**src/fsrm_pkg.sv**
```systemverilog
`timescale 1ns / 1ps
// fsrm_pkg: shared types and codes of the frame slot ring manager
// depends on nothing; used by every module of the block

package fsrm_pkg;

   // operation codes of the request word
   localparam logic [2:0] OP_PACKET     = 3'd0;
   localparam logic [2:0] OP_FRAME_DONE = 3'd1;
   localparam logic [2:0] OP_CONV_GET   = 3'd2;
   localparam logic [2:0] OP_CONV_PUT   = 3'd3;
   localparam logic [2:0] OP_USER_GET   = 3'd4;
   localparam logic [2:0] OP_USER_PUT   = 3'd5;
   localparam logic [2:0] OP_STATS      = 3'd6;

   // slot states
   localparam logic [2:0] SLOT_FREE       = 3'd0;
   localparam logic [2:0] SLOT_READY      = 3'd1;
   localparam logic [2:0] SLOT_CONVERTING = 3'd2;
   localparam logic [2:0] SLOT_CONVERTED  = 3'd3;
   localparam logic [2:0] SLOT_IN_USER    = 3'd4;

   // response status codes
   localparam logic [1:0] STAT_OK       = 2'd0;
   localparam logic [1:0] STAT_NO_SLOT  = 2'd1;
   localparam logic [1:0] STAT_MISMATCH = 2'd2;
   localparam logic [1:0] STAT_BAD_SLOT = 2'd3;

   // pipeline modes
   localparam logic [1:0] MODE_EXT_CONV   = 2'd0;
   localparam logic [1:0] MODE_INT_CONV   = 2'd1;
   localparam logic [1:0] MODE_PASS       = 2'd2;
   localparam logic [1:0] MODE_PER_PACKET = 2'd3;

   // register indexes of the csr port
   localparam logic CSR_SLOT_COUNT    = 1'b0;
   localparam logic CSR_PIPELINE_MODE = 1'b1;

   localparam logic [4:0] SLOT_COUNT_RESET = 5'd16;

   // command kinds handed from front to back
   localparam logic [3:0] CMD_NONE       = 4'd0;
   localparam logic [3:0] CMD_CLAIM      = 4'd1;
   localparam logic [3:0] CMD_MATCH      = 4'd2;
   localparam logic [3:0] CMD_DONE_FREE  = 4'd3;
   localparam logic [3:0] CMD_DONE_MATCH = 4'd4;
   localparam logic [3:0] CMD_CONV_GET   = 4'd5;
   localparam logic [3:0] CMD_CONV_PUT   = 4'd6;
   localparam logic [3:0] CMD_USER_GET   = 4'd7;
   localparam logic [3:0] CMD_USER_PUT   = 4'd8;
   localparam logic [3:0] CMD_STATS      = 4'd9;

   typedef struct packed {
      logic [3:0]  kind;
      logic [2:0]  want;        // state searched for or checked
      logic [2:0]  done_state;  // state a completed frame moves to
      logic        notify_app;
      logic        notify_converter;
      logic [31:0] timestamp;
      logic [3:0]  slot_index;
      logic        convert_failed;
   } cmd_type;

   typedef struct packed {
      logic [1:0]  status;
      logic [3:0]  found_slot;
      logic        notify_app;
      logic        notify_converter;
      logic [31:0] busy_drops;
      logic [31:0] convert_fails;
   } rsp_type;

endpackage

```
**src/fsrm_req_if.sv**
```systemverilog
`timescale 1ns / 1ps
// fsrm_req_if: request channel of the frame slot ring manager
// depends on nothing

interface fsrm_req_if;
   logic        valid;
   logic        ready;
   logic [2:0]  op;
   logic [31:0] timestamp;
   logic        first_packet;
   logic [3:0]  slot_index;
   logic        convert_failed;

   modport source (output valid, op, timestamp, first_packet, slot_index, convert_failed,
                   input ready);
   modport sink (input valid, op, timestamp, first_packet, slot_index, convert_failed,
                 output ready);
endinterface

```
**src/fsrm_rsp_if.sv**
```systemverilog
`timescale 1ns / 1ps
// fsrm_rsp_if: response channel of the frame slot ring manager
// depends on nothing

interface fsrm_rsp_if;
   logic        valid;
   logic        ready;
   logic [1:0]  status;
   logic [3:0]  found_slot;
   logic        notify_app;
   logic        notify_converter;
   logic [31:0] busy_drops;
   logic [31:0] convert_fails;

   modport source (output valid, status, found_slot, notify_app, notify_converter,
                   busy_drops, convert_fails, input ready);
   modport sink (input valid, status, found_slot, notify_app, notify_converter,
                 busy_drops, convert_fails, output ready);
endinterface

```
**src/fsrm_csr_if.sv**
```systemverilog
`timescale 1ns / 1ps
// fsrm_csr_if: configuration write channel of the frame slot ring manager
// depends on nothing

interface fsrm_csr_if;
   logic       valid;
   logic       ready;
   logic       index;
   logic [4:0] data;

   modport source (output valid, index, data, input ready);
   modport sink (input valid, index, data, output ready);
endinterface

```
**src/fsrm_front.sv**
```systemverilog
`timescale 1ns / 1ps
// fsrm_front: takes request words, classifies them into commands, holds config
// depends on fsrm_pkg, fsrm_req_if and fsrm_csr_if

module fsrm_front (
   input  logic              clock,
   input  logic              reset,
   fsrm_req_if.sink          req_chan,
   fsrm_csr_if.sink          csr_chan,
   output fsrm_pkg::cmd_type cmd,
   output logic              cmd_valid,
   input  logic              cmd_ready,
   output logic [4:0]        slot_count
);
   import fsrm_pkg::*;

   logic [4:0] slot_count_ff, slot_count_in;
   logic [1:0] mode_ff, mode_in;

   // configuration registers, always writable
   assign csr_chan.ready = 1'b1;

   always_comb begin
      slot_count_in = slot_count_ff;
      mode_in       = mode_ff;
      if (csr_chan.valid) begin
         unique case (csr_chan.index)
            CSR_SLOT_COUNT:    slot_count_in = csr_chan.data;
            CSR_PIPELINE_MODE: mode_in = csr_chan.data[1:0];
         endcase
      end
   end

   always_ff @(posedge clock) begin
      if (reset) begin
         slot_count_ff <= SLOT_COUNT_RESET;
         mode_ff       <= MODE_EXT_CONV;
      end else begin
         slot_count_ff <= slot_count_in;
         mode_ff       <= mode_in;
      end
   end

   assign slot_count = slot_count_ff;

   // request word straight into the command queue
   assign cmd_valid      = req_chan.valid;
   assign req_chan.ready = cmd_ready;

   // classify the operation under the current pipeline mode
   always_comb begin
      cmd                  = '0;
      cmd.timestamp        = req_chan.timestamp;
      cmd.slot_index       = req_chan.slot_index;
      cmd.convert_failed   = req_chan.convert_failed;
      unique case (req_chan.op)
         OP_PACKET: begin
            cmd.kind = req_chan.first_packet ? CMD_CLAIM : CMD_MATCH;
            cmd.want = req_chan.first_packet ? SLOT_FREE : SLOT_CONVERTING;
         end
         OP_FRAME_DONE: begin
            cmd.kind = (mode_ff == MODE_PER_PACKET) ? CMD_DONE_MATCH : CMD_DONE_FREE;
            cmd.want = (mode_ff == MODE_PER_PACKET) ? SLOT_CONVERTING : SLOT_FREE;
            cmd.done_state = (mode_ff == MODE_PASS || mode_ff == MODE_PER_PACKET) ?
                             SLOT_CONVERTED : SLOT_READY;
            cmd.notify_app       = (mode_ff != MODE_EXT_CONV);
            cmd.notify_converter = (mode_ff == MODE_EXT_CONV);
         end
         OP_CONV_GET: begin
            cmd.kind = CMD_CONV_GET;
            cmd.want = SLOT_READY;
         end
         OP_CONV_PUT: begin
            cmd.kind = CMD_CONV_PUT;
            cmd.want = SLOT_CONVERTING;
         end
         OP_USER_GET: begin
            cmd.kind = CMD_USER_GET;
            cmd.want = (mode_ff == MODE_INT_CONV) ? SLOT_READY : SLOT_CONVERTED;
         end
         OP_USER_PUT: begin
            cmd.kind = CMD_USER_PUT;
            cmd.want = SLOT_IN_USER;
         end
         OP_STATS:  cmd.kind = CMD_STATS;
         default:   cmd.kind = CMD_NONE;
      endcase
   end

endmodule

```
**src/fsrm_queue.sv**
```systemverilog
`timescale 1ns / 1ps
// fsrm_queue: two-entry command queue between front and back
// depends on fsrm_pkg

module fsrm_queue (
   input  logic              clock,
   input  logic              reset,
   input  fsrm_pkg::cmd_type in_cmd,
   input  logic              in_valid,
   output logic              in_ready,
   output fsrm_pkg::cmd_type out_cmd,
   output logic              out_valid,
   input  logic              out_ready
);
   import fsrm_pkg::*;

   cmd_type    entry_ff [2];
   logic       wr_ptr_ff, wr_ptr_in;
   logic       rd_ptr_ff, rd_ptr_in;
   logic [1:0] count_ff, count_in;
   logic       push, pop;

   assign in_ready  = (count_ff != 2'd2);
   assign out_valid = (count_ff != 2'd0);
   assign out_cmd   = entry_ff[rd_ptr_ff];
   assign push      = in_valid && in_ready;
   assign pop       = out_valid && out_ready;

   // pointers and fill count
   always_comb begin
      wr_ptr_in = push ? ~wr_ptr_ff : wr_ptr_ff;
      rd_ptr_in = pop ? ~rd_ptr_ff : rd_ptr_ff;
      count_in  = count_ff;
      if (push && !pop) begin
         count_in = count_ff + 2'd1;
      end else if (pop && !push) begin
         count_in = count_ff - 2'd1;
      end
   end

   always_ff @(posedge clock) begin
      if (reset) begin
         wr_ptr_ff <= 1'b0;
         rd_ptr_ff <= 1'b0;
         count_ff  <= 2'd0;
      end else begin
         wr_ptr_ff <= wr_ptr_in;
         rd_ptr_ff <= rd_ptr_in;
         count_ff  <= count_in;
      end
   end

   // entry storage
   always_ff @(posedge clock) begin
      if (push) begin
         entry_ff[wr_ptr_ff] <= in_cmd;
      end
   end

endmodule

```
**src/fsrm_back.sv**
```systemverilog
`timescale 1ns / 1ps
// fsrm_back: executes commands on the slot ring and drives the response word
// depends on fsrm_pkg and fsrm_rsp_if

module fsrm_back #(
   parameter int MAX_SLOTS = 16
) (
   input  logic              clock,
   input  logic              reset,
   input  fsrm_pkg::cmd_type q_cmd,
   input  logic              q_valid,
   output logic              q_ready,
   input  logic [4:0]        slot_count,
   fsrm_rsp_if.source        rsp_chan
);
   import fsrm_pkg::*;

   localparam int SW = (MAX_SLOTS > 1) ? $clog2(MAX_SLOTS) : 1;
   localparam int CW = $clog2(MAX_SLOTS + 1);

   // sequencer codes
   localparam logic [1:0] SEQ_IDLE   = 2'd0;
   localparam logic [1:0] SEQ_SEARCH = 2'd1;
   localparam logic [1:0] SEQ_TS1    = 2'd2;
   localparam logic [1:0] SEQ_TS2    = 2'd3;

   logic [1:0]    seq_ff, seq_in;
   cmd_type       cmd_ff, cmd_in;
   logic [2:0]    slot_ff [MAX_SLOTS];
   logic [2:0]    slot_in [MAX_SLOTS];
   logic [SW-1:0] prod_ff, prod_in;
   logic [SW-1:0] conv_ff, conv_in;
   logic [SW-1:0] cons_ff, cons_in;
   logic [SW-1:0] hit_ff, hit_in;
   logic [31:0]   busy_ff, busy_in;
   logic [31:0]   fail_ff, fail_in;
   rsp_type       rsp_ff, rsp_d;
   logic          rsp_valid_ff, rsp_valid_in;
   logic          rsp_load;

   // timestamp memory
   logic [31:0]   ts_mem [MAX_SLOTS];
   logic [31:0]   ts_rd_ff;
   logic          ts_we;
   logic [SW-1:0] ts_waddr;
   logic [SW-1:0] ts_raddr;

   logic [CW-1:0] act_n;
   logic [SW-1:0] srch_start;
   logic [SW-1:0] start_ok;
   logic [MAX_SLOTS-1:0] match;
   logic [MAX_SLOTS-1:0] upper;
   logic          srch_hit;
   logic [SW-1:0] srch_slot;
   logic          done_en;
   logic [SW-1:0] done_slot;
   logic          sidx_ok;
   logic [SW-1:0] sidx;

   // slot after idx in the ring of act_n slots
   function automatic logic [SW-1:0] next_of(input logic [SW-1:0] idx,
                                             input logic [CW-1:0] n);
      logic [CW-1:0] x;
      x = CW'(idx) + CW'(1);
      return (x >= n) ? '0 : SW'(x);
   endfunction

   // slots in use, clamped to one up to the ring size
   always_comb begin
      if (slot_count == 5'd0) begin
         act_n = CW'(1);
      end else if (32'(slot_count) > MAX_SLOTS) begin
         act_n = CW'(MAX_SLOTS);
      end else begin
         act_n = CW'(slot_count);
      end
   end

   // rotated priority search for the wanted state
   always_comb begin
      start_ok  = (CW'(srch_start) < act_n) ? srch_start : '0;
      srch_slot = '0;
      for (int i = 0; i < MAX_SLOTS; i++) begin
         match[i] = (slot_ff[i] == cmd_ff.want) && (CW'(i) < act_n);
         upper[i] = match[i] && (SW'(i) >= start_ok);
      end
      srch_hit = |match;
      for (int i = MAX_SLOTS - 1; i >= 0; i--) begin
         if (match[i]) srch_slot = SW'(i);
      end
      for (int i = MAX_SLOTS - 1; i >= 0; i--) begin
         if (upper[i]) srch_slot = SW'(i);
      end
   end

   assign sidx_ok = (32'(cmd_ff.slot_index) < 32'(act_n));
   assign sidx    = SW'(cmd_ff.slot_index);
   assign q_ready = (seq_ff == SEQ_IDLE) && (!rsp_valid_ff || rsp_chan.ready);

   // sequencer
   always_comb begin
      seq_in   = seq_ff;
      cmd_in   = cmd_ff;
      slot_in  = slot_ff;
      prod_in  = prod_ff;
      conv_in  = conv_ff;
      cons_in  = cons_ff;
      hit_in   = hit_ff;
      busy_in  = busy_ff;
      fail_in  = fail_ff;
      rsp_d    = '0;
      rsp_load = 1'b0;
      ts_we    = 1'b0;
      ts_waddr = srch_slot;
      ts_raddr = srch_slot;
      done_en  = 1'b0;
      done_slot = srch_slot;

      // search start by pointer owner, retry starts after the mismatching slot
      unique case (cmd_ff.kind)
         CMD_CONV_GET: srch_start = conv_ff;
         CMD_USER_GET: srch_start = cons_ff;
         default:      srch_start = prod_ff;
      endcase
      if (seq_ff == SEQ_TS1) begin
         srch_start = next_of(hit_ff, act_n);
      end

      unique case (seq_ff)
         SEQ_IDLE: begin
            if (q_valid && q_ready) begin
               cmd_in = q_cmd;
               seq_in = SEQ_SEARCH;
            end
         end
         SEQ_SEARCH: begin
            seq_in   = SEQ_IDLE;
            rsp_load = 1'b1;
            unique case (cmd_ff.kind)
               CMD_CLAIM: begin
                  if (srch_hit) begin
                     slot_in[srch_slot] = SLOT_CONVERTING;
                     ts_we = 1'b1;
                     rsp_d.found_slot = 4'(srch_slot);
                  end else begin
                     busy_in = (busy_ff != '1) ? busy_ff + 32'd1 : busy_ff;
                     rsp_d.status = STAT_NO_SLOT;
                  end
               end
               CMD_MATCH, CMD_DONE_MATCH: begin
                  if (srch_hit) begin
                     hit_in   = srch_slot;
                     seq_in   = SEQ_TS1;
                     rsp_load = 1'b0;
                  end else begin
                     busy_in = (busy_ff != '1) ? busy_ff + 32'd1 : busy_ff;
                     rsp_d.status = STAT_NO_SLOT;
                  end
               end
               CMD_DONE_FREE: begin
                  if (srch_hit) begin
                     done_en = 1'b1;
                  end else begin
                     busy_in = (busy_ff != '1) ? busy_ff + 32'd1 : busy_ff;
                     rsp_d.status = STAT_NO_SLOT;
                  end
               end
               CMD_CONV_GET: begin
                  if (srch_hit) begin
                     slot_in[srch_slot] = SLOT_CONVERTING;
                     conv_in = next_of(srch_slot, act_n);
                     rsp_d.found_slot = 4'(srch_slot);
                  end else begin
                     rsp_d.status = STAT_NO_SLOT;
                  end
               end
               CMD_USER_GET: begin
                  if (srch_hit) begin
                     slot_in[srch_slot] = SLOT_IN_USER;
                     cons_in = next_of(srch_slot, act_n);
                     rsp_d.found_slot = 4'(srch_slot);
                  end else begin
                     rsp_d.status = STAT_NO_SLOT;
                  end
               end
               CMD_CONV_PUT: begin
                  if (sidx_ok && slot_ff[sidx] == cmd_ff.want) begin
                     rsp_d.found_slot = cmd_ff.slot_index;
                     if (cmd_ff.convert_failed) begin
                        slot_in[sidx] = SLOT_FREE;
                        fail_in = (fail_ff != '1) ? fail_ff + 32'd1 : fail_ff;
                     end else begin
                        slot_in[sidx] = SLOT_CONVERTED;
                        rsp_d.notify_app = 1'b1;
                     end
                  end else begin
                     rsp_d.status = STAT_BAD_SLOT;
                  end
               end
               CMD_USER_PUT: begin
                  if (sidx_ok && slot_ff[sidx] == cmd_ff.want) begin
                     slot_in[sidx] = SLOT_FREE;
                     rsp_d.found_slot = cmd_ff.slot_index;
                  end else begin
                     rsp_d.status = STAT_BAD_SLOT;
                  end
               end
               CMD_STATS: begin
                  rsp_d.busy_drops    = busy_ff;
                  rsp_d.convert_fails = fail_ff;
                  busy_in = '0;
                  fail_in = '0;
               end
               default: begin
               end
            endcase
         end
         SEQ_TS1: begin
            if (ts_rd_ff == cmd_ff.timestamp) begin
               rsp_load = 1'b1;
               seq_in   = SEQ_IDLE;
               rsp_d.found_slot = 4'(hit_ff);
               if (cmd_ff.kind == CMD_DONE_MATCH) begin
                  done_en   = 1'b1;
                  done_slot = hit_ff;
               end
            end else if (srch_hit) begin
               hit_in = srch_slot;
               seq_in = SEQ_TS2;
            end else begin
               rsp_load = 1'b1;
               seq_in   = SEQ_IDLE;
               busy_in  = (busy_ff != '1) ? busy_ff + 32'd1 : busy_ff;
               rsp_d.status = STAT_NO_SLOT;
            end
         end
         SEQ_TS2: begin
            rsp_load = 1'b1;
            seq_in   = SEQ_IDLE;
            if (ts_rd_ff == cmd_ff.timestamp) begin
               rsp_d.found_slot = 4'(hit_ff);
               if (cmd_ff.kind == CMD_DONE_MATCH) begin
                  done_en   = 1'b1;
                  done_slot = hit_ff;
               end
            end else begin
               rsp_d.status = STAT_MISMATCH;
            end
         end
      endcase

      // frame completion commit
      if (done_en) begin
         slot_in[done_slot] = cmd_ff.done_state;
         ts_we    = 1'b1;
         ts_waddr = done_slot;
         prod_in  = next_of(done_slot, act_n);
         rsp_d.found_slot       = 4'(done_slot);
         rsp_d.notify_app       = cmd_ff.notify_app;
         rsp_d.notify_converter = cmd_ff.notify_converter;
      end
   end

   // output register
   always_comb begin
      rsp_valid_in = rsp_valid_ff;
      if (rsp_load) begin
         rsp_valid_in = 1'b1;
      end else if (rsp_chan.ready) begin
         rsp_valid_in = 1'b0;
      end
   end

   always_ff @(posedge clock) begin
      if (reset) begin
         seq_ff       <= SEQ_IDLE;
         slot_ff      <= '{default: SLOT_FREE};
         prod_ff      <= '0;
         conv_ff      <= '0;
         cons_ff      <= '0;
         busy_ff      <= '0;
         fail_ff      <= '0;
         rsp_valid_ff <= 1'b0;
      end else begin
         seq_ff       <= seq_in;
         slot_ff      <= slot_in;
         prod_ff      <= prod_in;
         conv_ff      <= conv_in;
         cons_ff      <= cons_in;
         busy_ff      <= busy_in;
         fail_ff      <= fail_in;
         rsp_valid_ff <= rsp_valid_in;
      end
   end

   // payload registers
   always_ff @(posedge clock) begin
      cmd_ff <= cmd_in;
      hit_ff <= hit_in;
      if (rsp_load) begin
         rsp_ff <= rsp_d;
      end
   end

   // timestamp memory, one write and one registered read port
   always_ff @(posedge clock) begin
      if (ts_we) begin
         ts_mem[ts_waddr] <= cmd_ff.timestamp;
      end
      ts_rd_ff <= ts_mem[ts_raddr];
   end

   assign rsp_chan.valid            = rsp_valid_ff;
   assign rsp_chan.status           = rsp_ff.status;
   assign rsp_chan.found_slot       = rsp_ff.found_slot;
   assign rsp_chan.notify_app       = rsp_ff.notify_app;
   assign rsp_chan.notify_converter = rsp_ff.notify_converter;
   assign rsp_chan.busy_drops       = rsp_ff.busy_drops;
   assign rsp_chan.convert_fails    = rsp_ff.convert_fails;

endmodule

```
**src/frame_slot_ring_manager_core.sv**
```systemverilog
`timescale 1ns / 1ps
// Frame slot ring manager. Each request word (packet, frame done, converter
// get/put, user get/put, stats read) yields exactly one response word. The
// front takes words into a two-entry command queue while the back works, so
// up to two requests can wait behind the one in progress. A finished
// response waits in an output register; until it is taken the back starts no
// new command. The back handles one command at a time: a search state, then
// for a packet or per-packet frame done that hits, a timestamp compare, and on
// a mismatch a retry search with a second compare; each compare uses the
// registered read of the timestamp memory. Slot searches are a combinational
// rotated priority pick over the active slots from the owning pointer.
// Configuration words must only be written while no request is outstanding.
// depends on fsrm_pkg, the channel interfaces, fsrm_front, fsrm_queue, fsrm_back

module frame_slot_ring_manager_core #(
   parameter int MAX_SLOTS = 16
) (
   input  logic       clock,
   input  logic       reset,
   fsrm_req_if.sink   req_chan,
   fsrm_rsp_if.source rsp_chan,
   fsrm_csr_if.sink   csr_chan
);
   import fsrm_pkg::*;

   cmd_type    front_cmd;
   logic       front_valid;
   logic       front_ready;
   cmd_type    q_cmd;
   logic       q_valid;
   logic       q_ready;
   logic [4:0] slot_count;

   // accept and classify
   fsrm_front u_front (
      .clock      (clock),
      .reset      (reset),
      .req_chan   (req_chan),
      .csr_chan   (csr_chan),
      .cmd        (front_cmd),
      .cmd_valid  (front_valid),
      .cmd_ready  (front_ready),
      .slot_count (slot_count)
   );

   // decoupling queue
   fsrm_queue u_queue (
      .clock     (clock),
      .reset     (reset),
      .in_cmd    (front_cmd),
      .in_valid  (front_valid),
      .in_ready  (front_ready),
      .out_cmd   (q_cmd),
      .out_valid (q_valid),
      .out_ready (q_ready)
   );

   // execute on the ring
   fsrm_back #(
      .MAX_SLOTS (MAX_SLOTS)
   ) u_back (
      .clock      (clock),
      .reset      (reset),
      .q_cmd      (q_cmd),
      .q_valid    (q_valid),
      .q_ready    (q_ready),
      .slot_count (slot_count),
      .rsp_chan   (rsp_chan)
   );

endmodule

```
**src/flat_wrapper.sv**
```systemverilog
// flat-port wrapper written by rule: the top's interface ports become plain ports
module frame_slot_ring_manager_core_flat import fsrm_pkg::*;
#(
   parameter int MAX_SLOTS = 16
)
  (clock, reset, req_chan_valid, req_chan_op, req_chan_timestamp, req_chan_first_packet, req_chan_slot_index, req_chan_convert_failed, req_chan_ready, rsp_chan_valid, rsp_chan_status, rsp_chan_found_slot, rsp_chan_notify_app, rsp_chan_notify_converter, rsp_chan_busy_drops, rsp_chan_convert_fails, rsp_chan_ready, csr_chan_valid, csr_chan_index, csr_chan_data, csr_chan_ready);
  fsrm_req_if req_chan_i ();
  fsrm_rsp_if rsp_chan_i ();
  fsrm_csr_if csr_chan_i ();
  input  logic clock;
  input  logic reset;
  input wire logic [$bits(req_chan_i.valid)-1:0] req_chan_valid;
  input wire logic [$bits(req_chan_i.op)-1:0] req_chan_op;
  input wire logic [$bits(req_chan_i.timestamp)-1:0] req_chan_timestamp;
  input wire logic [$bits(req_chan_i.first_packet)-1:0] req_chan_first_packet;
  input wire logic [$bits(req_chan_i.slot_index)-1:0] req_chan_slot_index;
  input wire logic [$bits(req_chan_i.convert_failed)-1:0] req_chan_convert_failed;
  output wire logic [$bits(req_chan_i.ready)-1:0] req_chan_ready;
  output wire logic [$bits(rsp_chan_i.valid)-1:0] rsp_chan_valid;
  output wire logic [$bits(rsp_chan_i.status)-1:0] rsp_chan_status;
  output wire logic [$bits(rsp_chan_i.found_slot)-1:0] rsp_chan_found_slot;
  output wire logic [$bits(rsp_chan_i.notify_app)-1:0] rsp_chan_notify_app;
  output wire logic [$bits(rsp_chan_i.notify_converter)-1:0] rsp_chan_notify_converter;
  output wire logic [$bits(rsp_chan_i.busy_drops)-1:0] rsp_chan_busy_drops;
  output wire logic [$bits(rsp_chan_i.convert_fails)-1:0] rsp_chan_convert_fails;
  input wire logic [$bits(rsp_chan_i.ready)-1:0] rsp_chan_ready;
  input wire logic [$bits(csr_chan_i.valid)-1:0] csr_chan_valid;
  input wire logic [$bits(csr_chan_i.index)-1:0] csr_chan_index;
  input wire logic [$bits(csr_chan_i.data)-1:0] csr_chan_data;
  output wire logic [$bits(csr_chan_i.ready)-1:0] csr_chan_ready;
  assign req_chan_i.valid = req_chan_valid;
  assign req_chan_i.op = req_chan_op;
  assign req_chan_i.timestamp = req_chan_timestamp;
  assign req_chan_i.first_packet = req_chan_first_packet;
  assign req_chan_i.slot_index = req_chan_slot_index;
  assign req_chan_i.convert_failed = req_chan_convert_failed;
  assign req_chan_ready = req_chan_i.ready;
  assign rsp_chan_valid = rsp_chan_i.valid;
  assign rsp_chan_status = rsp_chan_i.status;
  assign rsp_chan_found_slot = rsp_chan_i.found_slot;
  assign rsp_chan_notify_app = rsp_chan_i.notify_app;
  assign rsp_chan_notify_converter = rsp_chan_i.notify_converter;
  assign rsp_chan_busy_drops = rsp_chan_i.busy_drops;
  assign rsp_chan_convert_fails = rsp_chan_i.convert_fails;
  assign rsp_chan_i.ready = rsp_chan_ready;
  assign csr_chan_i.valid = csr_chan_valid;
  assign csr_chan_i.index = csr_chan_index;
  assign csr_chan_i.data = csr_chan_data;
  assign csr_chan_ready = csr_chan_i.ready;
  frame_slot_ring_manager_core #(.MAX_SLOTS(MAX_SLOTS)) u_core (.clock(clock), .reset(reset), .req_chan(req_chan_i), .rsp_chan(rsp_chan_i), .csr_chan(csr_chan_i));
endmodule
```
**config.mk**
```make
export PLATFORM = sky130hd
export DESIGN_NAME = frame_slot_ring_manager_core_flat
export DESIGN_NICKNAME = d
export VERILOG_FILES = /design/src/fsrm_pkg.sv /design/src/fsrm_req_if.sv /design/src/fsrm_rsp_if.sv /design/src/fsrm_csr_if.sv /design/src/fsrm_front.sv /design/src/fsrm_queue.sv /design/src/fsrm_back.sv /design/src/frame_slot_ring_manager_core.sv /design/src/flat_wrapper.sv
export SDC_FILE = /design/constraint.sdc
export NUM_CORES = 1
export LEC_CHECK = 0
export CAP_MARGIN = 0
export CORE_MARGIN = 2
export CORE_UTILIZATION = 40
export CTS_BUF_LIST = sky130_fd_sc_hd__clkbuf_8 sky130_fd_sc_hd__clkbuf_16
export DETAILED_ROUTE_END_ITERATION = 8
export DONT_BUFFER_PORTS = 1
export GPL_TIMING_DRIVEN = 1
export PLACE_DENSITY = 0.55
export SYNTH_ARGS = -nofsm -noshare
export SYNTH_HDL_FRONTEND = slang
export SYNTH_SLANG_ARGS = --single-unit
```
**constraint.sdc**
```tcl
create_clock -name clock -period 15.6 [get_ports clock]
set_input_delay 3.12 -clock clock [delete_from_list [all_inputs] [get_ports clock]]
set_output_delay 3.12 -clock clock [all_outputs]
set_load 0.01 [all_outputs]
```
==> metrics.md, run 1 <==
| Metric | Value |
|---|---|
| Leakage Power | `14.73 nW` |
| Worst setup path endpoint | `u_core.u_back.ts_rd_ff[9]$_DFF_P_` |
| Crit path cell chain | `nor4_1, or2_2, ha_1, nor2b_1, o21ai_1, o21ai_0, a31oi_2, inv_2, ha_1, nand4_1, or2_2, o221a_1, nand2_1, o311ai_1, a211oi_1, a21oi_2, nor2_4, buf_4, buf_4, mux2i_1, o22ai_1, or4_1` |
| P_sw | `3.686 mW` |
| Number of antenna violations at the first check in global routing | `2` |
| Post-CTS sizing | `0` |
| WL per Instance | `25.17 um` |
| Number of enable flip-flop cells after synthesis | `732` |
| Pwr/cell area | `220.2 nW/um2` |
| Buffers plus inverters on the worst setup path | `3` |
| Clock-pin slew on the worst setup and hold paths | `0.06 ns` |
| Fraction of power consumed by combinational cells | `40.7%` |
| Top cell type by total area after synthesis | `sky130_fd_sc_hd__edfxtp_1` |
| Internal power contribution | `5.824 mW` |
| Critical path's largest stage delay | `0.94 ns` |
| Half-perimeter wire length of the detailed placement result | `62,670 um` |
| Data arrival time of the critical path | `9.44 ns` |
| Rel. slew slack | `17.92%` |
| Number of nets produced by synthesis | `2,886` |
| R2R Setup Slk | `6.68 ns` |
| Final standard cell utilization of the core | `45.38%` |
| TritonCTS clock tree | `yes` |
| Endpoints failing setup | `0` |
| Layout Nets | `2,894` |
| Final estimated routing congestion in global placement | `0.9233` |
| Post-detailed-route count of antenna-violating nets | `0` |
| Maximum fanout along the worst path | `60` |
| Avg Synthesized Cell Area | `13.74 um2` |
| Dpl cells | `3,976` |
| Net Sw Frac | `38.75%` |
| Top delay family on crit path | `simple AND/OR/NAND/NOR gates` |
| Status | `finished, final reports clean` |
| Number of cells on the critical path | `22` |
| Via count of the first global-routing pass | `23,800` |
| Tcrit/Tclk final | `57.18%` |
| Hold crit path type | `flip-flop to flip-flop` |
| Largest net degree at the start of global routing | `74` |
| Max frequency | `0.1121 GHz` |
| YS warnings | `0` |
| Synthesized area | `38,450 um2` |
| DRC violations left | `0` |
| Count of buffers from port buffering | `0` |
| Setup_tns | `0 ns` |
| Maximum VDD drop | `0.3175 mV` |
| First-iteration detailed-routing DRC count | `2,186` |
| Wire length of the first global-routing pass | `155,100 um` |
| Leading post-synthesis cells by cell area | `sky130_fd_sc_hd__edfxtp_1, sky130_fd_sc_hd__dfxtp_1, sky130_fd_sc_hd__mux2i_1` |
| Slowest cell on crit path | `sky130_fd_sc_hd__buf_4` |
| Post-CTS Setup Inserts | `0` |
| Library cell used as clock root buffer | `sky130_fd_sc_hd__clkbuf_16` |
| Portion of the post-synthesis area used by sequential elements | `66.02%` |
| Count of placed standard cells in the final layout, fillers left out | `4,154` |
| # clock sinks | `902` |
| Effective utilization at floorplan | `40.41%` |
| RSZ-0062 raised after global routing | `false` |
| Endpoint kind of the worst setup timing path | `flip-flop` |
| Share of async-settable or async-resettable flops after synthesis | `0%` |
| Share of cells above drive strength 1 | `11.33%` |
| Worst Reg2Reg Path Length in Cells | `22` |
| Die Span X | `314.0 um` |
| Clock buffer count from CTS | `94` |
| Core Region | `95,150 um2` |
| Fin. max-slew vios | `0` |
| Area added between synthesis and finish | `12.30%` |
| Total global routing track utilization | `20.94%` |
| Number of search-and-repair iterations in the first detailed-routing pass | `6` |
| Time the final worst path needs with I/O delays and setup | `8.920 ns` |
| Part of the power in the clock network | `24.1%` |
| Launch point of the worst reg-to-reg path | `u_core.u_front.slot_count[4]$_SDFFE_PP1P_` |
| Area of the die | `98,620 um2` |
| Actual transition at the worst max-transition pin | `1.228 ns` |
| CTS Buffer Depth | `3` |
| Hold Violations, Final | `0` |
| Yosys reg bits | `902` |
| Critical Setup Path Class | `flip-flop to flip-flop` |
| Kind of start point of the critical path | `flip-flop` |
| Via Count | `23,825` |
| Number of unique standard cell types used by synthesis | `96` |
| Y dimension of the die | `314.0 um` |
| Required @ worst endpoint | `16.12 ns` |
| Vias per std cell | `5.735` |
| CTS Hold Buffers Added | `0` |
| FILL cells | `8,339` |
| Later-pin clock latency in the skew report | `0.68 ns` |
| Maximum level of the CTS H-tree | `3` |
| Worst Skew | `0.04692 ns` |
| Number of violations of the max-capacitance limit | `0` |
| Leading register cell type out of synthesis | `sky130_fd_sc_hd__edfxtp_1` |
| Count of mapped cells out of synthesis | `2,799` |
| Area share of the leading cell type in the synthesized netlist | `57.17%` |
| Worst r2r dst | `u_core.u_back.ts_rd_ff[9]$_DFF_P_` |
| Final wirelength | `104,500 um` |
| Sequential Power Share | `35.2%` |
| Count of boundary I/O pins | `127` |
| Number of cells on the worst hold path | `2` |
| Overall overflow remaining after global route | `0` |
| Rows | `113` |
| CP startpoint | `u_core.u_front.slot_count[4]$_SDFFE_PP1P_` |
==> cells in the final DEF, fill, tap and decap left out, types with 20 or more instances in the layout <==
master and instances:
sky130_fd_sc_hd__dfxtp_1 169, sky130_fd_sc_hd__and2_1 76, sky130_fd_sc_hd__mux2_2 53, sky130_fd_sc_hd__nand2b_1 20
sky130_fd_sc_hd__xnor2_1 25, sky130_fd_sc_hd__xor2_1 126, sky130_fd_sc_hd__inv_1 51, sky130_fd_sc_hd__ha_1 35
sky130_fd_sc_hd__buf_4 53, sky130_fd_sc_hd__nor2_4 20, sky130_fd_sc_hd__edfxtp_1 732, sky130_fd_sc_hd__a21oi_1 71
sky130_fd_sc_hd__o22ai_1 134, sky130_fd_sc_hd__nand3_1 44, sky130_fd_sc_hd__a21o_1 21, sky130_fd_sc_hd__mux2i_1 273
sky130_fd_sc_hd__nand2_1 134, sky130_fd_sc_hd__and3_1 28, sky130_fd_sc_hd__a211oi_1 38, sky130_fd_sc_hd__nor4_1 20
sky130_fd_sc_hd__nor3_1 63, sky130_fd_sc_hd__o21ai_0 64, sky130_fd_sc_hd__or4_1 37, sky130_fd_sc_hd__nor2_1 179
sky130_fd_sc_hd__clkbuf_16 94
==> cell type report <==
cell class,instances,area (um2),area share (%)
well taps,1265,1583,3.665
multi-input cells,1723,12480,28.91
flip-flops and latches,902,25390,58.80
clock buffers,103,2476,5.734
inverters,33,125.1,0.2898
clock inverters,72,719.4,1.666
diodes,3,7.507,0.01739
repair buffers,53,397.9,0.9214
==> tightest hold or removal path: stages (launching register included) <==
cell and delay [ns]:
sky130_fd_sc_hd__dfxtp_1 0.32, sky130_fd_sc_hd__nand2_1 0.05, sky130_fd_sc_hd__o31ai_1 0.05
==> registers in the layout (all words and copies together) (netlist names), 4 cells and up <==
register,cells
u_core.u_back.fail_ff,32
u_core.u_queue.entry_ff,96
u_core.u_back.sidx,4
u_core.u_back.cmd_ff,44
u_core.u_back.slot_ff,48
u_core.u_back.ts_mem,512
u_core.u_back.rsp_chan.found_slot,4
u_core.u_back.conv_ff,4
u_core.u_back.cons_ff,4
u_core.u_back.hit_ff,4
u_core.u_front.slot_count,5
u_core.u_back.rsp_chan.convert_fails,32
u_core.u_back.rsp_chan.busy_drops,32
u_core.u_back.busy_ff,32
u_core.u_back.prod_ff,4
u_core.u_back.ts_rd_ff,32
==> worst min-delay path by stage <==
| stage | start | endpoint | slack [ns] |
|---|---|---|---|
| floorplan | u_core.u_back.conv_ff[0]$_SDFFE_PP0P_ | u_core.u_back.conv_ff[0]$_SDFFE_PP0P_ | 0.42 |
| global placement | u_core.u_back.conv_ff[0]$_SDFFE_PP0P_ | u_core.u_back.conv_ff[0]$_SDFFE_PP0P_ | 0.43 |
| detailed placement | u_core.u_back.cons_ff[0]$_SDFFE_PP0P_ | u_core.u_back.cons_ff[0]$_SDFFE_PP0P_ | 0.44 |
| CTS | u_core.u_back.conv_ff[3]$_SDFFE_PP0P_ | u_core.u_back.conv_ff[3]$_SDFFE_PP0P_ | 0.45 |
| global route | u_core.u_back.conv_ff[3]$_SDFFE_PP0P_ | u_core.u_back.conv_ff[3]$_SDFFE_PP0P_ | 0.47 |
| finish | u_core.u_back.cons_ff[0]$_SDFFE_PP0P_ | u_core.u_back.cons_ff[0]$_SDFFE_PP0P_ | 0.45 |
==> power by group through the flow <==
stage / Sequential, mW / Combinational, mW / Clock (mW)
2_1_floorplan: 3.27 / 2.79 / 0
3_3_place_gp: 3.38 / 3.82 / 0
3_5_place_dp: 3.40 / 3.86 / 0
4_1_cts: 3.35 / 3.87 / 2.34
5_1_grt: 3.39 / 4.14 / 2.43
6_report: 3.35 / 3.87 / 2.29
==> layer usage <==
metal / routed length [um] / share of wire, % / global-route usage [%] / vias to the layer above
li1: - / - / - / 10746
met1: 46890 / 45 / 29.71 / 12037
met2: 48100 / 46 / 32.82 / 849
met3: 6838 / 6.5 / 3.715 / 191
met4: 2706 / 2.6 / 6.372 / 2
met5: 13 / 0.012 / 0 / -
==> synthesized netlist by cell type (17+ instances only) <==
library cell,instances
sky130_fd_sc_hd__clkbuf_1,73
sky130_fd_sc_hd__a211oi_1,38
sky130_fd_sc_hd__a21oi_1,73
sky130_fd_sc_hd__nor2_1,197
sky130_fd_sc_hd__mux2i_1,273
sky130_fd_sc_hd__nand3_1,44
sky130_fd_sc_hd__xor2_1,126
sky130_fd_sc_hd__nor4_1,20
sky130_fd_sc_hd__or4_1,37
sky130_fd_sc_hd__inv_1,27
sky130_fd_sc_hd__and3_1,29
sky130_fd_sc_hd__and2_1,76
sky130_fd_sc_hd__buf_2,43
sky130_fd_sc_hd__nor3_1,63
sky130_fd_sc_hd__dfxtp_1,170
sky130_fd_sc_hd__edfxtp_1,732
sky130_fd_sc_hd__nand2_1,134
sky130_fd_sc_hd__xnor2_1,25
sky130_fd_sc_hd__o211ai_1,19
sky130_fd_sc_hd__o22ai_1,134
sky130_fd_sc_hd__a21o_1,21
sky130_fd_sc_hd__o21ai_0,64
sky130_fd_sc_hd__nand2b_1,20
sky130_fd_sc_hd__ha_1,35
sky130_fd_sc_hd__mux2_2,53
sky130_fd_sc_hd__or3_1,17
==> kinds of logic after synthesis <==
group,after synthesis,share of synthesized area [%]
flops,902,66.02
simple gates,710,9.460
compound gates,483,8.428
mux,342,9.525
buf+inv,174,1.949
xor+xnor,151,3.440
fa+ha+maj,36,1.168
other cells,1,0.009753
==> stage by stage <==
| stage | hold WS (ns) | power, mW | setup slack (ns) | area [um2] |
|---|---|---|---|---|
| 2_1_floorplan | 0.4178 | 6.057 | 8.851 | 38450 |
| 3_3_place_gp | 0.4309 | 7.201 | 7.038 | 39980 |
| 3_5_place_dp | 0.4410 | 7.255 | 6.835 | 39980 |
| 4_1_cts | 0.4509 | 9.555 | 6.815 | 43170 |
| 5_1_grt | 0.4719 | 9.958 | 6.078 | 43170 |
| 6_report | 0.4537 | 9.510 | 6.680 | 43180 |
Note: power is estimated with default switching activity, not from simulation.
==> run 2: changes to the inputs <==
Settings changed: ABC_AREA from default to 1.
Clock period 15.6 ns to 8.4 ns, I/O delays scaled along.
==> metrics.md, run 2 <==
| Metric | Value |
|---|---|
| Largest net degree at the start of global routing | `186 (+150%)` |
| Number of unique standard cell types used by synthesis | `63 (-34%)` |
| Overall overflow remaining after global route | `0 (unchanged)` |
| Top-count cell post-synth | `sky130_fd_sc_hd__edfxtp_1` |
| Max reg flops | `512 (unchanged)` |
| Required @ worst endpoint | `8.67 ns (-7.45 ns)` |
| Post-detailed-route count of antenna-violating nets | `0 (unchanged)` |
| Mux contribution to synthesized area | `0% (-9.5 points)` |
| Routed length on met1 | `49,750 um (+6.1%)` |
| Status | `finished, final reports clean` |
| Post-CTS Setup Inserts | `0 (unchanged)` |
| Count of mapped cells out of synthesis | `3,687 (+32%)` |
| YS warnings | `0 (unchanged)` |
| Setup_tns | `0 ns (unchanged)` |
| Leading post-synthesis cells by cell area | `sky130_fd_sc_hd__edfxtp_1, sky130_fd_sc_hd__dfxtp_1, sky130_fd_sc_hd__nand2_1` |
| TritonCTS clock tree | `yes` |
| CTS Buffer Depth | `3 (unchanged)` |
| Number of violations of the max-capacitance limit | `0 (unchanged)` |
| DRC violations left | `0 (unchanged)` |
| Clock buffer count from CTS | `96 (+2.1%)` |
| Number of antenna violations at the first check in global routing | `0 (-2)` |
| Die Span X | `315.8 um (+0.57%)` |
| Max frequency | `0.1426 GHz (+27%)` |
| RSZ-0062 raised after global routing | `false` |
| Maximum fanout along the worst path | `32 (-47%)` |
| Share of cells above drive strength 1 | `8.455% (-2.9 points)` |
| Via count of the first global-routing pass | `25,656 (+7.8%)` |
| FILL cells | `8,944 (+7.3%)` |
| Top Registers | `u_core.u_back.ts_mem x512, u_core.u_queue.entry_ff x96, u_core.u_back.slot_ff x48` |
| Post-CTS sizing | `0 (unchanged)` |
| Clock-pin slew on the worst setup and hold paths | `0.06 ns (about the same)` |
| Endpoint kind of the worst setup timing path | `flip-flop` |
| Synthesized area | `38,890 um2 (+1.1%)` |
| Most common cell after layout, fill and taps aside | `sky130_fd_sc_hd__edfxtp_1` |
| Share of async-settable or async-resettable flops after synthesis | `0% (unchanged)` |
| Via Count | `27,443 (+15%)` |
| Count of buffers from port buffering | `0 (unchanged)` |
| # clock sinks | `902 (unchanged)` |
| Final wirelength | `107,000 um (+2.3%)` |
| Effective utilization at floorplan | `40.27% (-0.14 points)` |
| Critical path's largest stage delay | `1.00 ns (+0.06 ns)` |
| Count of boundary I/O pins | `127 (unchanged)` |
| WL per Instance | `21.22 um (-16%)` |
| Top delay family on crit path | `simple AND/OR/NAND/NOR gates` |
| Post-synth top cells | `sky130_fd_sc_hd__edfxtp_1, sky130_fd_sc_hd__nand2_1, sky130_fd_sc_hd__nor2_1` |
| Slowest cell on crit path | `sky130_fd_sc_hd__nor2_4` |
| Portion of the post-synthesis area used by sequential elements | `65.27% (-0.75 points)` |
| Layout Nets | `3,771 (+30%)` |
| Endpoints failing setup | `0 (unchanged)` |
| Maximum level of the CTS H-tree | `3 (unchanged)` |
| Number of search-and-repair iterations in the first detailed-routing pass | `5 (-1)` |
| Buffers plus inverters on the worst setup path | `5 (+2)` |
| Leading register cell type out of synthesis | `sky130_fd_sc_hd__edfxtp_1` |
| Total global routing track utilization | `21.14% (+0.20 points)` |
| Number of nets produced by synthesis | `3,774 (+31%)` |
| First-iteration detailed-routing DRC count | `2,866 (+31%)` |
| CTS Hold Buffers Added | `0 (unchanged)` |
| Adder and majority gate portion of the synthesized area | `1.126% (-0.042 points)` |
| Sequential cell area | `25,390 um2 (about the same)` |
| Register ranked first by flip-flop count | `u_core.u_back.ts_mem` |
| Area of the die | `99,740 um2 (+1.1%)` |
| Yosys reg bits | `902 (unchanged)` |
| Top cell type by total area after synthesis | `sky130_fd_sc_hd__edfxtp_1` |
| Avg Synthesized Cell Area | `10.55 um2 (-23%)` |
| Y dimension of the die | `315.8 um (+0.57%)` |
| Met2 wire len | `47,660 um (-0.91%)` |
| Dominant combinational cell family by area after synthesis | `simple AND/OR/NAND/NOR gates` |
| Actual transition at the worst max-transition pin | `1.242 ns (+0.01396 ns)` |
| Hold crit path type | `flip-flop to flip-flop` |
| Number of enable flip-flop cells after synthesis | `732 (unchanged)` |
| Rel. slew slack | `16.98% (-0.93 points)` |
| Worst path most repeated cell | `sky130_fd_sc_hd__nand2_1` |
| Fin. max-slew vios | `0 (unchanged)` |
| Hold Violations, Final | `0 (unchanged)` |
| Half-perimeter wire length of the detailed placement result | `66,240 um (+5.7%)` |
| Time the final worst path needs with I/O delays and setup | `7.013 ns (-1.906 ns)` |
| Kind of start point of the critical path | `flip-flop` |
| Wire length of the first global-routing pass | `160,800 um (+3.7%)` |
| Synthesized-area fraction occupied by xor and xnor cells | `1.712% (-1.7 points)` |
| Area added between synthesis and finish | `12.28% (about the same)` |
| Area fraction in compound gates after synthesis | `11.81% (+3.4 points)` |
| Rows | `114 (+0.88%)` |
| Top library cells by usage in the layout, fill and taps aside | `sky130_fd_sc_hd__edfxtp_1, sky130_fd_sc_hd__nand2_1, sky130_fd_sc_hd__nor2_1` |
| Area share of the leading cell type in the synthesized netlist | `56.52% (-0.65 points)` |
| Met3 routed wirelength | `6785 um (-0.78%)` |
| Worst Skew | `0.03821 ns (-0.008706 ns)` |
| Library cell used as clock root buffer | `sky130_fd_sc_hd__clkbuf_16` |
| Vias per std cell | `5.445 (-5.1%)` |
| Later-pin clock latency in the skew report | `0.69 ns (about the same)` |
| Area occupied by multi-input gates | `11,820 um2 (-5.4%)` |
| Area share of and/or/nand/nor cells after synthesis | `15.23% (+5.8 points)` |
| Final estimated routing congestion in global placement | `0.9211 (-0.24%)` |
| Tcrit/Tclk final | `83.49% (+26 points)` |
| Core Region | `96,570 um2 (+1.5%)` |
| Data arrival time of the critical path | `7.28 ns (-2.16 ns)` |
| Highest metal layer with signal wires | `met4` |
| Critical Setup Path Class | `flip-flop to flip-flop` |
-- run 2: cell types whose count changed in the layout (fill, tap and decap cells not counted), sizes merged, moves of 83 or more --
cell,delta
o21ai,+344
xor2,-83
inv,+276
nand2,+507
mux2i,-274
nor2,+305
-- run 2: layout make-up --
cell class | count | share of cell area [%]
inverters | 321 | 2.782
flip-flops and latches | 902 | 58.13
well taps | 1276 | 3.656
clock inverters | 70 | 1.401
clock buffers | 105 | 5.862
multi-input cells | 2308 | 27.06
diodes | 3 | 0.01719
repair buffers | 55 | 1.089
-- run 2: layer usage --
| layer | vias up | global-route usage, % |
|---|---|---|
| met1 | 13467 | 30.72 |
| met4 | 0 | 6.592 |
| met5 | - | 0 |
| met2 | 875 | 32.41 |
| li1 | 12931 | - |
| met3 | 170 | 3.489 |
-- run 2: cell families after synthesis --
logic type	after synthesis
buffers and inverters	477
XOR/XNOR	76
flip-flops	902
AND/OR/NAND/NOR	1394
adder cells (fa/ha/maj)	35
AO/OA/AOI/OAI	802
other	1
-- run 2: worst paths after layout --
path | from | endpoint | slack (ns) | cells past startpoint
max | u_core.u_front.slot_count[3]$_SDFFE_PP0P_ | u_core.u_back.ts_mem[2][19]$_DFFE_PP_ | 1.39 | 35
min | u_core.u_back.fail_ff[24]$_SDFFE_PP0P_ | u_core.u_back.fail_ff[24]$_SDFFE_PP0P_ | 0.48 | 2
max reg2reg | u_core.u_front.slot_count[3]$_SDFFE_PP0P_ | u_core.u_back.ts_mem[2][19]$_DFFE_PP_ | 1.39 | 35
min reg2reg | u_core.u_back.fail_ff[24]$_SDFFE_PP0P_ | u_core.u_back.fail_ff[24]$_SDFFE_PP0P_ | 0.48 | 2
-- run 2: metrics by stage --
| step | setup slack, ns | cell area [um2] | utilization (%) | cells | hold slack, ns |
|---|---|---|---|---|---|
| global placement | 1.373 | 40490 | 41.93 | 4862 | 0.4645 |
| global route | 0.6287 | 43660 | 45.21 | 5037 | 0.4977 |
| finish | 1.387 | 43670 | 45.22 | 5040 | 0.4809 |
| CTS | 1.358 | 43660 | 45.21 | 5037 | 0.4820 |
| floorplan | 2.196 | 38890 | - | 3687 | 0.4454 |
| detailed placement | 1.384 | 40490 | 41.93 | 4862 | 0.4722 |
-- run 2: worst register-to-register path, delay by kind of cell (launching register included) --
family	cells	cell delay (ns)
simple gates	22	3.26
compound gates	6	1.39
buf+inv	5	0.94
fa+ha+maj	2	0.50
flops	1	0.49
Power of run 2 is left out: the tool's default activity adds up to more than one toggle a clock period on the data nets, which glitch-free logic cannot reach.
==> run 3: changes to the inputs <==
Clock period 8.4 ns to 6.64 ns, I/O delays scaled along.
==> metrics.md, run 3 (same netlist as run 2, synthesis figures left out) <==
| Metric | Value |
|---|---|
| Status | `finished, final reports clean` |
| First-iteration detailed-routing DRC count | `2,658 (-7.3%)` |
| Worst Reg2Reg Path Length in Cells | `43 (+23%)` |
| Startpoint of the lowest-slack hold path | `u_core.u_back.busy_ff[24]$_SDFFE_PP0P_` |
| Via count of the first global-routing pass | `26,070 (+1.6%)` |
| Worst path most repeated cell | `sky130_fd_sc_hd__nand2_1` |
| Library cell used as clock root buffer | `sky130_fd_sc_hd__clkbuf_16` |
| Rel. slew slack | `21.05% (+4.1 points)` |
| Final estimated routing congestion in global placement | `0.9215 (about the same)` |
| Number of antenna violations at the first check in global routing | `2 (+2)` |
| Number of search-and-repair iterations in the first detailed-routing pass | `6 (+1)` |
| RSZ-0062 raised after global routing | `false` |
| Half-perimeter wire length of the detailed placement result | `66,790 um (+0.83%)` |
| Maximum level of the CTS H-tree | `3 (unchanged)` |
| Time the final worst path needs with I/O delays and setup | `6.087 ns (-0.9268 ns)` |
| Later-pin clock latency in the skew report | `0.70 ns (about the same)` |
| Core Region | `96,570 um2 (unchanged)` |
| # clock sinks | `902 (unchanged)` |
| R2R Setup Slk | `0.55 ns (-0.83 ns)` |
| Count of buffers from port buffering | `0 (unchanged)` |
| Effective utilization at floorplan | `40.27% (unchanged)` |
| Setup_tns | `0 ns (unchanged)` |
| Most common cell after layout, fill and taps aside | `sky130_fd_sc_hd__edfxtp_1` |
| Endpoints failing setup | `0 (unchanged)` |
| Worst Skew | `0.05710 ns (+0.01889 ns)` |
| Y dimension of the die | `315.8 um (unchanged)` |
| Count of boundary I/O pins | `127 (unchanged)` |
| Largest net degree at the start of global routing | `101 (-46%)` |
| TritonCTS clock tree | `yes` |
| FILL cells | `8,985 (+0.46%)` |
| Final wirelength | `108,900 um (+1.8%)` |
| DRC violations left | `0 (unchanged)` |
| Area occupied by multi-input gates | `11,830 um2 (+0.15%)` |
| Actual transition at the worst max-transition pin | `1.184 ns (-0.05803 ns)` |
| Area of the die | `99,740 um2 (unchanged)` |
| Area added between synthesis and finish | `13.74%` |
| Maximum fanout along the worst path | `28 (-13%)` |
| Top Registers | `u_core.u_back.ts_mem x512, u_core.u_queue.entry_ff x96, u_core.u_back.slot_ff x48` |
| Layout Nets | `3,819 (+1.3%)` |
| Launch point of the worst reg-to-reg path | `u_core.u_back.hit_ff[0]$_DFFE_PP_` |
| Max frequency | `0.1643 GHz (+15%)` |
| Overall overflow remaining after global route | `0 (unchanged)` |
| Max reg flops | `512 (unchanged)` |
| Hold Violations, Final | `0 (unchanged)` |
| Rows | `114 (unchanged)` |
| Die Span X | `315.8 um (unchanged)` |
| Total global routing track utilization | `21.33% (+0.18 points)` |
| Slowest cell on crit path | `sky130_fd_sc_hd__edfxtp_1` |
| Clock-pin slew on the worst setup and hold paths | `0.07 ns (about the same)` |
| Worst r2r dst | `u_core.u_back.cons_ff[2]$_SDFFE_PP0P_` |
| Fin. max-slew vios | `0 (unchanged)` |
| Sequential cell area | `25,390 um2 (about the same)` |
| Data arrival time of the critical path | `6.70 ns (-0.58 ns)` |
| Number of cells on the worst hold path | `2 (unchanged)` |
| Kind of start point of the critical path | `flip-flop` |
| Tcrit/Tclk final | `91.66% (+8.2 points)` |
| WL per Instance | `21.38 um (+0.76%)` |
| Hold Crit Endpoint | `u_core.u_back.busy_ff[24]$_SDFFE_PP0P_` |
| Via Count | `27,732 (+1.1%)` |
| Hold crit path type | `flip-flop to flip-flop` |
| Post-detailed-route count of antenna-violating nets | `0 (unchanged)` |
| Critical Setup Path Class | `flip-flop to flip-flop` |
| Register ranked first by flip-flop count | `u_core.u_back.ts_mem` |
| Required @ worst endpoint | `7.25 ns (-1.42 ns)` |
| Endpoint kind of the worst setup timing path | `flip-flop` |
| Wire length of the first global-routing pass | `161,300 um (+0.33%)` |
| Critical path's largest stage delay | `0.48 ns (-0.52 ns)` |
| Number of violations of the max-capacitance limit | `0 (unchanged)` |
| CTS Buffer Depth | `3 (unchanged)` |
| Vias per std cell | `5.446 (about the same)` |
| Share of cells above drive strength 1 | `9.858% (+1.4 points)` |
| Clock buffer count from CTS | `98 (+2.1%)` |
| Top library cells by usage in the layout, fill and taps aside | `sky130_fd_sc_hd__edfxtp_1, sky130_fd_sc_hd__nand2_1, sky130_fd_sc_hd__nor2_1` |
-- run 3: cell types whose count changed in the layout (fill, tap and decap cells not counted), sizes merged, moves of 2 or more --
cell    before  now
clkinv      44   48
nor2       506  508
buf         55   98
bufinv       7   10
-- run 3: worst max path at each step --
| stage | startpoint | endpoint | slack, ns | cells after the start |
|---|---|---|---|---|
| after floorplan | u_core.u_front.slot_count[3]$_SDFFE_PP0P_ | u_core.u_back.ts_mem[13][0]$_DFFE_PP_ | 0.44 | 41 |
| after global placement | u_core.u_front.slot_count[3]$_SDFFE_PP0P_ | u_core.u_back.ts_mem[15][28]$_DFFE_PP_ | 0.41 | 41 |
| after detailed placement | u_core.u_front.slot_count[3]$_SDFFE_PP0P_ | u_core.u_back.ts_mem[15][28]$_DFFE_PP_ | 0.34 | 41 |
| after CTS | u_core.u_front.slot_count[3]$_SDFFE_PP0P_ | u_core.u_back.ts_mem[15][3]$_DFFE_PP_ | 0.35 | 41 |
| after global routing | u_core.u_front.slot_count[3]$_SDFFE_PP0P_ | u_core.u_back.conv_ff[2]$_SDFFE_PP0P_ | 0.01 | 47 |
| final | u_core.u_back.hit_ff[0]$_DFFE_PP_ | u_core.u_back.cons_ff[2]$_SDFFE_PP0P_ | 0.55 | 43 |
-- run 3: worst max-delay path, delay by kind of cell, from the launching register on --
| kind | cells | cell delay, ns |
|---|---|---|
| AOI/OAI and AO/OA | 9 | 1.29 |
| adders and majority gates | 5 | 1.50 |
| xor gates and xnor gates | 1 | 0.16 |
| buffers and inverters | 3 | 0.41 |
| DFF | 1 | 0.48 |
| and+or+nand+nor | 25 | 2.16 |
-- run 3: timing repair --
| action | 4_1_cts | 5_1_grt |
|---|---|---|
| hold buffers | 0 | 0 |
| setup endpoints to repair | 0 | 171 |
| gates resized for setup | 0 | 14 |
| setup buffers | 0 | 14 |
-- run 3: stage by stage --
stage          utilization, %  cells  setup WS, ns  hold WS (ns)  instance area, um2
2_1_floorplan               -   3687        0.4363        0.4454               38890
3_3_place_gp            42.17   4891        0.4079        0.4634               40720
3_5_place_dp            42.17   4891        0.3437        0.4729               40720
4_1_cts                 45.57   5073        0.3517        0.4807               44010
5_1_grt                 45.81   5092       0.01298        0.5083               44230
6_report                45.81   5092        0.5535        0.4799               44230
-- run 3: cell type report --
class / instances / share of cell area [%]
Antenna cell: 2 / 0.01131
Timing Repair Buffer: 98 / 1.983
Multi-Input combinational cell: 2310 / 26.75
Inverter: 321 / 2.789
Clock inverter: 76 / 1.618
Timing Repair inverter: 1 / 0.02546
Clock buffer: 106 / 5.818
Tap cell: 1276 / 3.609
Sequential cell: 902 / 57.40
-- run 3: routing by layer --
| layer | vias up | share of wire, % | track usage, % |
|---|---|---|---|
| met5 | - | 0 | 0 |
| met4 | 0 | 3.3 | 7.497 |
| met3 | 211 | 7.3 | 4.270 |
| met2 | 974 | 44 | 31.76 |
| met1 | 13509 | 46 | 30.96 |
| li1 | 13038 | - | - |
Power of run 3 is left out for the same reason.
